$ cat src/sv/aid_pkg.sv
// aid_pkg: shared widths, register codes, reset values and types for the impact detector
// no dependencies; used by accel_impact_detector, aid_cdiv and aid_checker

package aid_pkg;

    // field widths
    localparam int SAMPLE_W    = 16;
    localparam int WEIGHT_W    = 18;    // x + 2y
    localparam int MEAN_W      = 18;
    localparam int DIFF_W      = 19;
    localparam int MAG_W       = 18;
    localparam int COUNT_W     = 8;
    localparam int HOLD_W      = 17;
    localparam int THRESH_W    = 18;
    localparam int HOLDOFF_W   = 16;
    localparam int IN_TDATA_W  = 32;
    localparam int OUT_TDATA_W = 32;

    // configuration port
    localparam int CFG_INDEX_W = 2;
    localparam int CFG_DATA_W  = 18;

    localparam logic [CFG_INDEX_W-1:0] REG_HIT_THRESHOLD   = 2'd0;
    localparam logic [CFG_INDEX_W-1:0] REG_HOLDOFF_SAMPLES = 2'd1;
    localparam logic [CFG_INDEX_W-1:0] REG_DETECT_ENABLE   = 2'd2;

    localparam logic [THRESH_W-1:0]  HIT_THRESHOLD_RESET   = 18'd70000;
    localparam logic [HOLDOFF_W-1:0] HOLDOFF_SAMPLES_RESET = 16'd100;

    typedef logic signed [WEIGHT_W-1:0] weight_t;

    // load strobes for the two registers of a constant divider
    typedef struct packed {
        logic load_est;
        logic load_fix;
    } div_ctrl_t;

    // how often window slot `slot` is visited by ages first_age .. first_age+count-1,
    // ages wrapping around the window depth
    function automatic int age_multiplicity(int first_age, int count, int depth, int slot);
        int pos;
        int hits;
        pos  = first_age;
        hits = 0;
        for (int i = 0; i < 128; i++)
        begin
            if (pos >= depth)
                pos = pos - depth;
        end
        for (int k = 0; k < count; k++)
        begin
            if (pos == slot)
                hits = hits + 1;
            pos = pos + 1;
            if (pos == depth)
                pos = 0;
        end
        return hits;
    endfunction

    // weight of old tap `tap` in the running-sum update when the line shifts by one
    function automatic int tap_coef(int first_age, int count, int depth, int tap);
        if (tap < depth - 1)
            return age_multiplicity(first_age, count, depth, tap + 1)
                 - age_multiplicity(first_age, count, depth, tap);
        else
            return -age_multiplicity(first_age, count, depth, depth - 1);
    endfunction

endpackage

$ cat src/sv/aid_cdiv.sv
// aid_cdiv: two-register signed division by a constant, truncating toward zero
// reciprocal multiply then one correction step; uses aid_pkg::div_ctrl_t

module aid_cdiv #(
    parameter int IN_W    = 20,
    parameter int DIVISOR = 3
) (
    input  logic                    clk,
    input  aid_pkg::div_ctrl_t      ctrl,
    input  logic signed [IN_W-1:0]  dividend,
    output logic signed [IN_W-1:0]  quotient
);

    localparam int RECIP_W = IN_W + 1;
    localparam int PROD_W  = IN_W + RECIP_W;
    localparam logic [RECIP_W-1:0] RECIP = RECIP_W'((64'd1 << IN_W) / DIVISOR);
    localparam logic [IN_W-1:0]    DIV_K = IN_W'(DIVISOR);

    logic [IN_W-1:0]   mag;
    logic [PROD_W-1:0] prod;
    logic [IN_W-1:0]   q_est;
    logic [IN_W-1:0]   rem;
    logic [IN_W-1:0]   q_fix;

    logic [IN_W-1:0]   q_est_reg;
    logic [IN_W-1:0]   mag_reg;
    logic              neg_reg;
    logic [IN_W-1:0]   quotient_reg;

    assign mag   = dividend[IN_W-1] ? IN_W'(-dividend) : IN_W'(dividend);
    assign prod  = PROD_W'(mag) * PROD_W'(RECIP);
    // estimate is exact or one low
    assign q_est = prod[PROD_W-2:IN_W];

    always_ff @(posedge clk)
    begin
        if (ctrl.load_est)
        begin
            q_est_reg <= q_est;
            mag_reg   <= mag;
            neg_reg   <= dividend[IN_W-1];
        end
    end

    assign rem   = mag_reg - IN_W'(q_est_reg * DIV_K);
    assign q_fix = (rem >= DIV_K) ? q_est_reg + IN_W'(1) : q_est_reg;

    always_ff @(posedge clk)
    begin
        if (ctrl.load_fix)
            quotient_reg <= neg_reg ? IN_W'(-q_fix) : q_fix;
    end

    assign quotient = quotient_reg;

endmodule

$ cat src/sv/accel_impact_detector.sv
// accel_impact_detector: impact detection on a stream of x/y accelerometer words
// depends on aid_pkg and aid_cdiv
//
// channel     dir  bits  contents (lowest bit up)
// s_axis      in   32    tdata: accel_x[15:0], accel_y[31:16]; tuser: restart
// m_axis      out  32    tdata: hit_count[7:0], mean_difference[26:8], zeros; tuser: hit
// cfg         in   2/18  cfg_index selects register, cfg_wr_data is written on cfg_wr_en
//
// one word accepted per clock when nothing stalls;
// six register stages from accept to the result register
// stage order: weighting, window and running sums, reciprocal multiply, divide fix-up,
// mean difference, holdoff/hit decision into the output register
// every stage has its own valid bit and loads when empty or when the next one moves,
// so bubbles close up; a waiting result lets at most five more words in, then s_axis_tready drops
// rst_n clears sample window, running sums, counters, valid bits; presets config registers

module accel_impact_detector #(
    parameter int WINDOW_DEPTH = 10,
    parameter int RECENT_COUNT = 3,
    parameter int OLDER_COUNT  = 7
) (
    input  logic                                 clk,
    input  logic                                 rst_n,

    input  logic                                 s_axis_tvalid,
    output logic                                 s_axis_tready,
    input  logic [aid_pkg::IN_TDATA_W-1:0]       s_axis_tdata,   // accel_x, accel_y
    input  logic                                 s_axis_tuser,   // restart

    output logic                                 m_axis_tvalid,
    input  logic                                 m_axis_tready,
    output logic [aid_pkg::OUT_TDATA_W-1:0]      m_axis_tdata,   // hit_count, mean_difference
    output logic                                 m_axis_tuser,   // hit

    input  logic                                 cfg_wr_en,
    input  logic [aid_pkg::CFG_INDEX_W-1:0]      cfg_index,
    input  logic [aid_pkg::CFG_DATA_W-1:0]       cfg_wr_data
);

    // running sums are wide enough for count * most negative weight
    localparam int RSUM_W = aid_pkg::WEIGHT_W + $clog2(RECENT_COUNT + 1);
    localparam int OSUM_W = aid_pkg::WEIGHT_W + $clog2(OLDER_COUNT + 1);
    // weight of the incoming word in each sum
    localparam int R_NEW  = aid_pkg::age_multiplicity(0, RECENT_COUNT, WINDOW_DEPTH, 0);
    localparam int O_NEW  = aid_pkg::age_multiplicity(RECENT_COUNT, OLDER_COUNT,
                                                      WINDOW_DEPTH, 0);
    localparam int PAD_W  = aid_pkg::OUT_TDATA_W - aid_pkg::DIFF_W - aid_pkg::COUNT_W;

    // stage enables: a stage loads when empty or when its successor loads
    logic en1, en2, en3, en4, en5, en_out;
    logic v1_reg, v2_reg, v3_reg, v4_reg, v5_reg, m_valid_reg;

    // configuration
    logic [aid_pkg::THRESH_W-1:0]  hit_threshold_reg;
    logic [aid_pkg::HOLDOFF_W-1:0] holdoff_samples_reg;
    logic                          detect_enable_reg;

    // stage 1: weighting
    logic signed [aid_pkg::SAMPLE_W-1:0] accel_x;
    logic signed [aid_pkg::SAMPLE_W-1:0] accel_y;
    aid_pkg::weight_t                    weight;
    aid_pkg::weight_t                    w1_reg;
    logic                                restart1_reg;

    // stage 2: window taps (age 0 at index 0) and running sums
    aid_pkg::weight_t          tap_reg  [WINDOW_DEPTH];
    aid_pkg::weight_t          tap_next [WINDOW_DEPTH];
    logic signed [RSUM_W-1:0]  rterm    [WINDOW_DEPTH];
    logic signed [OSUM_W-1:0]  oterm    [WINDOW_DEPTH];
    logic signed [RSUM_W-1:0]  rsum_reg, rsum_next;
    logic signed [OSUM_W-1:0]  osum_reg, osum_next;
    logic                      restart2_reg;

    // stages 3 and 4: dividers
    aid_pkg::div_ctrl_t        div_ctrl;
    logic signed [RSUM_W-1:0]  recent_q;
    logic signed [OSUM_W-1:0]  older_q;
    logic                      restart3_reg, restart4_reg;

    // stage 5: mean difference
    logic signed [aid_pkg::MEAN_W-1:0] recent_mean, older_mean;
    logic signed [aid_pkg::DIFF_W-1:0] diff;
    logic signed [aid_pkg::DIFF_W-1:0] diff5_reg;
    logic [aid_pkg::MAG_W-1:0]         mag5_reg;
    logic                              restart5_reg;

    // decision state and result register
    logic [aid_pkg::HOLD_W-1:0]         holdoff_count_reg, holdoff_count_next, hold_base;
    logic [aid_pkg::COUNT_W-1:0]        hits_reg, hits_next, hits_base;
    logic                               hit_flag;
    logic signed [aid_pkg::DIFF_W-1:0]  diff_out;
    logic                               m_hit_reg;
    logic [aid_pkg::COUNT_W-1:0]        m_count_reg;
    logic signed [aid_pkg::DIFF_W-1:0]  m_diff_reg;

    // ---------------------------------------------------------------- flow control
    assign en_out        = !m_valid_reg || m_axis_tready;
    assign en5           = !v5_reg || en_out;
    assign en4           = !v4_reg || en5;
    assign en3           = !v3_reg || en4;
    assign en2           = !v2_reg || en3;
    assign en1           = !v1_reg || en2;
    assign s_axis_tready = en1;

    always_ff @(posedge clk or negedge rst_n)
    begin
        if (!rst_n)
        begin
            v1_reg      <= 1'b0;
            v2_reg      <= 1'b0;
            v3_reg      <= 1'b0;
            v4_reg      <= 1'b0;
            v5_reg      <= 1'b0;
            m_valid_reg <= 1'b0;
        end
        else
        begin
            if (en1)
                v1_reg <= s_axis_tvalid;
            if (en2)
                v2_reg <= v1_reg;
            if (en3)
                v3_reg <= v2_reg;
            if (en4)
                v4_reg <= v3_reg;
            if (en5)
                v5_reg <= v4_reg;
            if (en_out)
                m_valid_reg <= v5_reg;
        end
    end

    // ---------------------------------------------------------------- configuration
    always_ff @(posedge clk or negedge rst_n)
    begin
        if (!rst_n)
        begin
            hit_threshold_reg   <= aid_pkg::HIT_THRESHOLD_RESET;
            holdoff_samples_reg <= aid_pkg::HOLDOFF_SAMPLES_RESET;
            detect_enable_reg   <= 1'b0;
        end
        else if (cfg_wr_en)
        begin
            case (cfg_index)
                aid_pkg::REG_HIT_THRESHOLD:
                    hit_threshold_reg <= cfg_wr_data;
                aid_pkg::REG_HOLDOFF_SAMPLES:
                    holdoff_samples_reg <= cfg_wr_data[aid_pkg::HOLDOFF_W-1:0];
                aid_pkg::REG_DETECT_ENABLE:
                    detect_enable_reg <= cfg_wr_data[0];
                default:
                    ;   // unmapped index, write dropped
            endcase
        end
    end

    // ---------------------------------------------------------------- stage 1: x + 2y
    assign accel_x = s_axis_tdata[aid_pkg::SAMPLE_W-1:0];
    assign accel_y = s_axis_tdata[2*aid_pkg::SAMPLE_W-1:aid_pkg::SAMPLE_W];
    assign weight  = aid_pkg::WEIGHT_W'(accel_x) + (aid_pkg::WEIGHT_W'(accel_y) <<< 1);

    always_ff @(posedge clk)
    begin
        if (en1)
        begin
            w1_reg       <= weight;
            restart1_reg <= s_axis_tuser;
        end
    end

    // ---------------------------------------------------------------- stage 2: window
    // the sums are kept as sum over slots of multiplicity * tap; when the line shifts,
    // the change only involves taps where the multiplicity steps, so at most a few
    // of the terms below carry a nonzero weight and the rest fold away
    for (genvar i = 0; i < WINDOW_DEPTH; i++)
    begin : g_tap
        localparam int RC = aid_pkg::tap_coef(0, RECENT_COUNT, WINDOW_DEPTH, i);
        localparam int OC = aid_pkg::tap_coef(RECENT_COUNT, OLDER_COUNT, WINDOW_DEPTH, i);

        assign rterm[i] = (RC == 0) ? '0 : RSUM_W'(RC) * RSUM_W'(tap_reg[i]);
        assign oterm[i] = (OC == 0) ? '0 : OSUM_W'(OC) * OSUM_W'(tap_reg[i]);

        if (i == 0)
        begin : g_head
            assign tap_next[i] = w1_reg;
        end
        else
        begin : g_body
            assign tap_next[i] = tap_reg[i-1];
        end
    end

    always_comb
    begin
        rsum_next = rsum_reg + RSUM_W'(R_NEW) * RSUM_W'(w1_reg);
        osum_next = osum_reg + OSUM_W'(O_NEW) * OSUM_W'(w1_reg);
        for (int i = 0; i < WINDOW_DEPTH; i++)
        begin
            rsum_next = rsum_next + rterm[i];
            osum_next = osum_next + oterm[i];
        end
    end

    // the window is block state: reset to zero samples, shifts only on a real word
    always_ff @(posedge clk or negedge rst_n)
    begin
        if (!rst_n)
        begin
            for (int i = 0; i < WINDOW_DEPTH; i++)
                tap_reg[i] <= '0;
            rsum_reg <= '0;
            osum_reg <= '0;
        end
        else if (en2 && v1_reg)
        begin
            for (int i = 0; i < WINDOW_DEPTH; i++)
                tap_reg[i] <= tap_next[i];
            rsum_reg <= rsum_next;
            osum_reg <= osum_next;
        end
    end

    always_ff @(posedge clk)
    begin
        if (en2)
            restart2_reg <= restart1_reg;
    end

    // ---------------------------------------------------------------- stages 3-4: means
    assign div_ctrl.load_est = en3;
    assign div_ctrl.load_fix = en4;

    aid_cdiv #(
        .IN_W    (RSUM_W),
        .DIVISOR (RECENT_COUNT)
    ) u_recent_div (
        .clk      (clk),
        .ctrl     (div_ctrl),
        .dividend (rsum_reg),
        .quotient (recent_q)
    );

    aid_cdiv #(
        .IN_W    (OSUM_W),
        .DIVISOR (OLDER_COUNT)
    ) u_older_div (
        .clk      (clk),
        .ctrl     (div_ctrl),
        .dividend (osum_reg),
        .quotient (older_q)
    );

    always_ff @(posedge clk)
    begin
        if (en3)
            restart3_reg <= restart2_reg;
        if (en4)
            restart4_reg <= restart3_reg;
    end

    // ---------------------------------------------------------------- stage 5: difference
    assign recent_mean = aid_pkg::MEAN_W'(recent_q);
    assign older_mean  = aid_pkg::MEAN_W'(older_q);
    assign diff        = aid_pkg::DIFF_W'(recent_mean) - aid_pkg::DIFF_W'(older_mean);

    always_ff @(posedge clk)
    begin
        if (en5)
        begin
            diff5_reg    <= diff;
            mag5_reg     <= diff[aid_pkg::DIFF_W-1] ? aid_pkg::MAG_W'(-diff)
                                                    : aid_pkg::MAG_W'(diff);
            restart5_reg <= restart4_reg;
        end
    end

    // ---------------------------------------------------------------- decision
    assign hold_base = restart5_reg ? '0 : holdoff_count_reg;
    assign hits_base = restart5_reg ? '0 : hits_reg;

    always_comb
    begin
        holdoff_count_next = holdoff_count_reg;
        hits_next          = hits_reg;
        hit_flag           = 1'b0;
        diff_out           = '0;
        if (en_out && v5_reg)
        begin
            holdoff_count_next = hold_base;
            hits_next          = hits_base;
            // holdoff climbs until one past its limit, then detection is armed
            if (hold_base <= aid_pkg::HOLD_W'(holdoff_samples_reg))
                holdoff_count_next = hold_base + aid_pkg::HOLD_W'(1);
            else if (detect_enable_reg)
            begin
                diff_out = diff5_reg;
                if (mag5_reg > hit_threshold_reg)
                begin
                    hits_next          = hits_base + aid_pkg::COUNT_W'(1);
                    holdoff_count_next = '0;
                    hit_flag           = 1'b1;
                end
            end
        end
    end

    always_ff @(posedge clk or negedge rst_n)
    begin
        if (!rst_n)
        begin
            holdoff_count_reg <= '0;
            hits_reg          <= '0;
        end
        else
        begin
            holdoff_count_reg <= holdoff_count_next;
            hits_reg          <= hits_next;
        end
    end

    // result register
    always_ff @(posedge clk)
    begin
        if (en_out && v5_reg)
        begin
            m_hit_reg   <= hit_flag;
            m_count_reg <= hits_next;
            m_diff_reg  <= diff_out;
        end
    end

    assign m_axis_tvalid = m_valid_reg;
    assign m_axis_tuser  = m_hit_reg;
    assign m_axis_tdata  = {{PAD_W{1'b0}}, m_diff_reg, m_count_reg};

endmodule

$ cat config.mk
export PLATFORM = sky130hd
export DESIGN_NAME = accel_impact_detector
export DESIGN_NICKNAME = d
export VERILOG_FILES = /design/src/sv/aid_pkg.sv /design/src/sv/aid_cdiv.sv /design/src/sv/accel_impact_detector.sv
export SDC_FILE = /design/constraint.sdc
export NUM_CORES = 2
export LEC_CHECK = 0
export ABC_AREA = 1
export BUFFER_PORTS_ARGS = -buffer_cell sky130_fd_sc_hd__buf_2
export CAP_MARGIN = 10
export CORE_ASPECT_RATIO = 1.25
export CORE_MARGIN = 1
export CORE_UTILIZATION = 30
export CTS_CLUSTER_SIZE = 20
export DETAILED_ROUTE_END_ITERATION = 10
export GPL_ROUTABILITY_DRIVEN = 1
export HOLD_SLACK_MARGIN = 0.05
export PLACE_DENSITY = 0.42
export SETUP_SLACK_MARGIN = 0.02
export SYNTH_ARGS = -nofsm -noshare
export SYNTH_HDL_FRONTEND = slang
export SYNTH_SLANG_ARGS = --single-unit
export TNS_END_PERCENT = 30
$ cat constraint.sdc
create_clock -name clk -period 15.8 [get_ports clk]
set_input_delay 2.37 -clock clk [delete_from_list [all_inputs] [get_ports clk]]
set_output_delay 2.37 -clock clk [all_outputs]
set_load 0.01 [all_outputs]
### Word level (Yosys, flattened, before mapping)

Cells that the tools add are included.
Widths: inputs -> output; s select.

| word-level totals | value |
|---|---|
| input bits | 58 |
| word-level logic and storage cells | 108 |
| flip-flop bits (word level) | 492 |
| output and inout port bits | 35 |

| operators by class | value |
|---|---|
| multiply operators | 6 |
| order comparisons | 4 |
| muxes and demuxes | 17 |
| equal/unequal tests | 2 |
| add/sub/neg operators | 17 |
| reduce and logical (&&, ||, !) cells | 19 |
| bitwise operators | 1 |

Operators by type and width:

| operator | count |
|---|---|
| $mux 18 | 5 |
| $mux 17 | 4 |
| $neg 18->18 | 3 |
| $mul 21x19->40 const B | 1 |
| $mux 8 | 5 |
| $mul 20x19->39 const B | 1 |
| $mul 1x18->19 const A | 2 |
| $add 18x1->18 const B | 2 |
| $add 21x18->21 | 1 |
| $add 21x19->21 | 1 |
| $ge 21x3->1 const B | 1 |
| $mul 19x3->21 const B | 1 |
| $mux 21 | 1 |
| $neg 21->21 | 1 |
| $sub 21x21->21 | 1 |
| $add 20x18->20 | 1 |
| $add 20x19->20 | 1 |
| $ge 20x2->1 const B | 1 |
| $mul 19x2->20 const B | 1 |
| $mux 20 | 1 |
| $neg 20->20 | 1 |
| $sub 20x20->20 | 1 |
| $sub 18x18->19 | 1 |
| $add 16x17->18 | 1 |
| 14 further kinds | 27 |

### Longest topological paths before layout

| logic depth | value |
|---|---|
| word-level depth | 7 |
| gate-level depth with buffers | 34 |
| gate-level depth less buffers | 34 |

### Cells and area by module

Synthesis repeated with hierarchy kept, for this count alone.

| second synthesis, totals | value |
|---|---|
| cells, all modules | 5262 |
| area, all modules | 43187.7 sq um |

By module, submodules not included:

| module | cells each | times used | area each (sq um) | sequential area each (sq um) |
|---|---|---|---|---|
| accel_impact_detector | 2561 | 1 | 20932.6 | 9805.7 |
| aid_cdiv (u_recent_div) | 1445 | 1 | 11896.4 | 1801.7 |
| aid_cdiv (u_older_div) | 1256 | 1 | 10358.7 | 1861.8 |

### Worst setup path after synthesis

No wires, ideal clock.

| path | value |
|---|---|
| path kind | input to output |
| start | in m_axis_tready |
| end | out s_axis_tready |
| setup slack | 6.750 ns |
| cell stages on the path | 10 |
| arrival time | 6.680 ns |
| path buffers | 0 |
| path through | nor2_1 -> inv_1 -> nor2_1 -> inv_1 -> nor2_1 -> inv_1 -> nor2_1 -> inv_1 -> nor2_1 -> nand2_1 |

| on the way | value |
|---|---|
| longest elaborated chain between the ends | 6 |

Ends and longest elaborated chain:

| item | line | RTL |
|---|---|---|
| from (decl) | accel_impact_detector.sv:31 | `input logic m_axis_tready,` |
| $logic_or 1x1->1 | accel_impact_detector.sv:97 | `assign en_out = !m_valid_reg \|\| m_axis_tready;` |
| $logic_or 1x1->1 | accel_impact_detector.sv:98 | `assign en5 = !v5_reg \|\| en_out;` |
| named net en5 | accel_impact_detector.sv:50 | `logic en1, en2, en3, en4, en5, en_out;` |
| $logic_or 1x1->1 | accel_impact_detector.sv:99 | `assign en4 = !v4_reg \|\| en5;` |
| named net en4 | accel_impact_detector.sv:50 |  |
| $logic_or 1x1->1 | accel_impact_detector.sv:100 | `assign en3 = !v3_reg \|\| en4;` |
| named net en3 | accel_impact_detector.sv:50 |  |
| $logic_or 1x1->1 | accel_impact_detector.sv:101 | `assign en2 = !v2_reg \|\| en3;` |
| $logic_or 1x1->1 | accel_impact_detector.sv:102 | `assign en1 = !v1_reg \|\| en2;` |
| to (decl) | accel_impact_detector.sv:26 | `output logic s_axis_tready,` |

The timed path passes the listed nets, and every way through them passes these cells.

### Worst setup path in the final report

Ends and elaborated chain as after synthesis.

==> flow_summary.yaml <==
grt:
  top_usage_layer: "met2"
  overflow: 0
  use_met2_pct: 28.1
  grt_usage_pct: 15.4
  grt_antenna_before_repair: 3
  grt_pass1_wl_microns: 170000
  grt_use_met3_pct: 1.61
  grt_pass1_vias: 31200
  use_met1_pct: 18.7
  grt_start_max_net_pins: 167
timing:
  fin_tns_setup_ps: 0
  hold_slack_ps: 417
  finalCritPeriodShare_pct: 50.3
  final.min_clock_period_ps: 7940
  drv_slew: 0
  skew_ps: 27.1
  max_freq_ghz: 0.126
  rsz0062_at_grt: "no"
  hold_viol_final: 0
  setup_violations: 0
  slew_headroom_pct: 27.8
  tightest_slew_ps: 1080
worst_setup_path:
  rr_endpoint: "u_recent_div.q_est_reg[16]"
  worstPathMaxFanout: 41
  start_kind: "primary input"
  path_common_cell: "nor2_1"
  cpMaxStageDelayCell: "clkinv_2"
  r2r_slack_ps: 8190
  cp-end-kind: "primary output"
  critPathKind: "primary input to primary output"
  cpLargestDelayFamily: "buffers and inverters"
  critPathRequiredTime_ps: 13430
  path_buf_inv: 9
  critPathArrivalTime_ps: 5570
  r2r_cells: 31
  crit_path_max_incr_delay_ps: 620
  worstReg2RegStart: "rsum_reg[0]"
  cp_cell_sequence: "buf_2, nor2_1, inv_1, nor2_1, inv_1, buf_4, nor2_1, inv_1, buf_4, nor2_1, clkinv_2, nor2_1, nand2_1, buf_4, buf_2"
synthesis:
  ys_warn_count: 0
  synth_area_sq_um: 41400
  netlist_top_cells_area: "dfrtp_1 (17%), edfxtp_1 (15%), fa_1 (14%), ha_1 (14%), nand2_1 (10%)"
  synthTopCellsByCount: "nand2_1 (1132), inv_1 (1040), ha_1 (460)"
  synth_seq_cells: 491
  seq_area_frac_synth_pct: 32.2
  synthFlopType: "dfrtp_1"
  netlist-cell-type-count: 52
  netlist_instances: 4879
  syn_avg_cell_area_sq_um: 8.49
  synthArstFlopShare_pct: 58.5
  synth.most_common_cell: "nand2_1"
  synth_top_area_share_pct: 16.8
  synth_edf_count: 204
  post-synth-top-area-cell: "dfrtp_1"
clocking:
  cts.sinks: 491
  clk_pin_slew_ps: 60
  insertion_delay_ps: 670
  post_cts_buffers: 0
  ctsLongestPathBuffers: 3
  cts_htree_levels: 2
  numCtsBuffers: 61
  cts-root-buf: "clkbuf_16"
  cts_tree: "yes"
  cts_resized: 0
  cts_hold_buf: 0
die:
  die_area_sq_um: 140000
  core_region_area_sq_um: 137000
  floorplan.rows: 152
  die_h_microns: 417
  boundaryPins: 93
  initial_core_util_pct: 30.2
  dieWidth_microns: 334
final_layout:
  area_delta_synth_final_pct: 11.4
  antenna_cells: 0
  largest_reg_flops: 162
  nNetsFinal: 5782
  drive_above_1_share_pct: 6.05
  fin_util_pct: 33.7
  nFillCells: 14500
place:
  place_congestion: 0.864
  port_buffers: 87
  hpwl_microns: 86200
min_path:
  hold_class: "register to register"
  holdPathStages: 0
  hp-start: "restart1_reg"
  min_to: "restart2_reg"
detailed_routing:
  vias: 30100
  totalWireLength_microns: 105000
  wl_per_cell_microns: 15.4
  first_pass_iters: 5
  drc: 0
  drtIter0Drc: 1246
  postRouteAntennaNets: 0
  avgViaCountPerCell: 4.38
status:
  status: "complete, no violations"
flow_run:
  maxCapViolations: 0
-- worst max-delay path by stage --
stage                                 endpoint  cells after the start  slack (ps)          start
floorplan                        s_axis_tready                     10        6750  m_axis_tready
global placement                 s_axis_tready                     15        7790  m_axis_tready
detailed placement               s_axis_tready                     15        7790  m_axis_tready
CTS                              s_axis_tready                     15        7790  m_axis_tready
global route        u_recent_div.q_est_reg[16]                     32        7270    rsum_reg[0]
finish                           s_axis_tready                     15        7860  m_axis_tready
-- final cells by class --
type	count	area (sq um)	share of cell area, %
repair buffers	106	601	1.30
flip-flops and latches	491	13300	28.9
multi-input cells	3255	23800	51.6
well taps	1848	2310	5.01
clock inverters	36	417	0.903
inverters	1054	3970	8.59
clock buffers	80	1740	3.77
-- layout by cell type (no fill, tap or decap), drive strengths merged, types with 9 or more instances in the layout --
cell    Yosys  layout
a21oi     195     195
a31oi      15      15
buf        28     106
clkbuf     55      80
clkinv      2      26
dfrtp     278     278
dfstp       9       9
edfxtp    204     204
fa        295     295
ha        460     460
inv      1052    1054
nand2    1155    1155
nand3     135     135
nand4      72      72
nor2      258     258
nor3       44      44
nor4       16      16
o211ai     11      11
o21ai     282     282
o21bai     12      12
or2        15      15
xnor2      51      51
xor2      175     175
-- per-stage QoR --
step                instances  worst slack, ps  cell area (sq um)
finish                   6870             7860              46200
global route             6870             7270              46200
CTS                      6870             7790              46200
floorplan                4883             6750              41400
global placement         6754             7790              44000
detailed placement       6754             7790              44000
-- layer usage --
layer	vias to the layer above	share of wire, %	wire, microns
met1	14100	44	46500
met2	365	50	53200
li1	15500	-	-
met5	-	0	0
met4	0	2.9	3030
met3	133	2.5	2680
-- cells by family (layout without fill, tap and decap cells) --
family                   Yosys count  in the layout  share of synthesized area (%)
adder cells (fa/ha/maj)          755            755                           28.1
other                              1              5                        0.00905
buffers and inverters           1137           1276                           10.5
XOR/XNOR                         226            226                           4.78
AND/OR/NAND/NOR                 1708           1708                           17.1
flip-flops                       491            491                           32.2
AO/OA/AOI/OAI                    561            561                           7.31
Power is left out: the tool's default activity adds up to more than one toggle a clock period on the data nets, which glitch-free logic cannot reach.
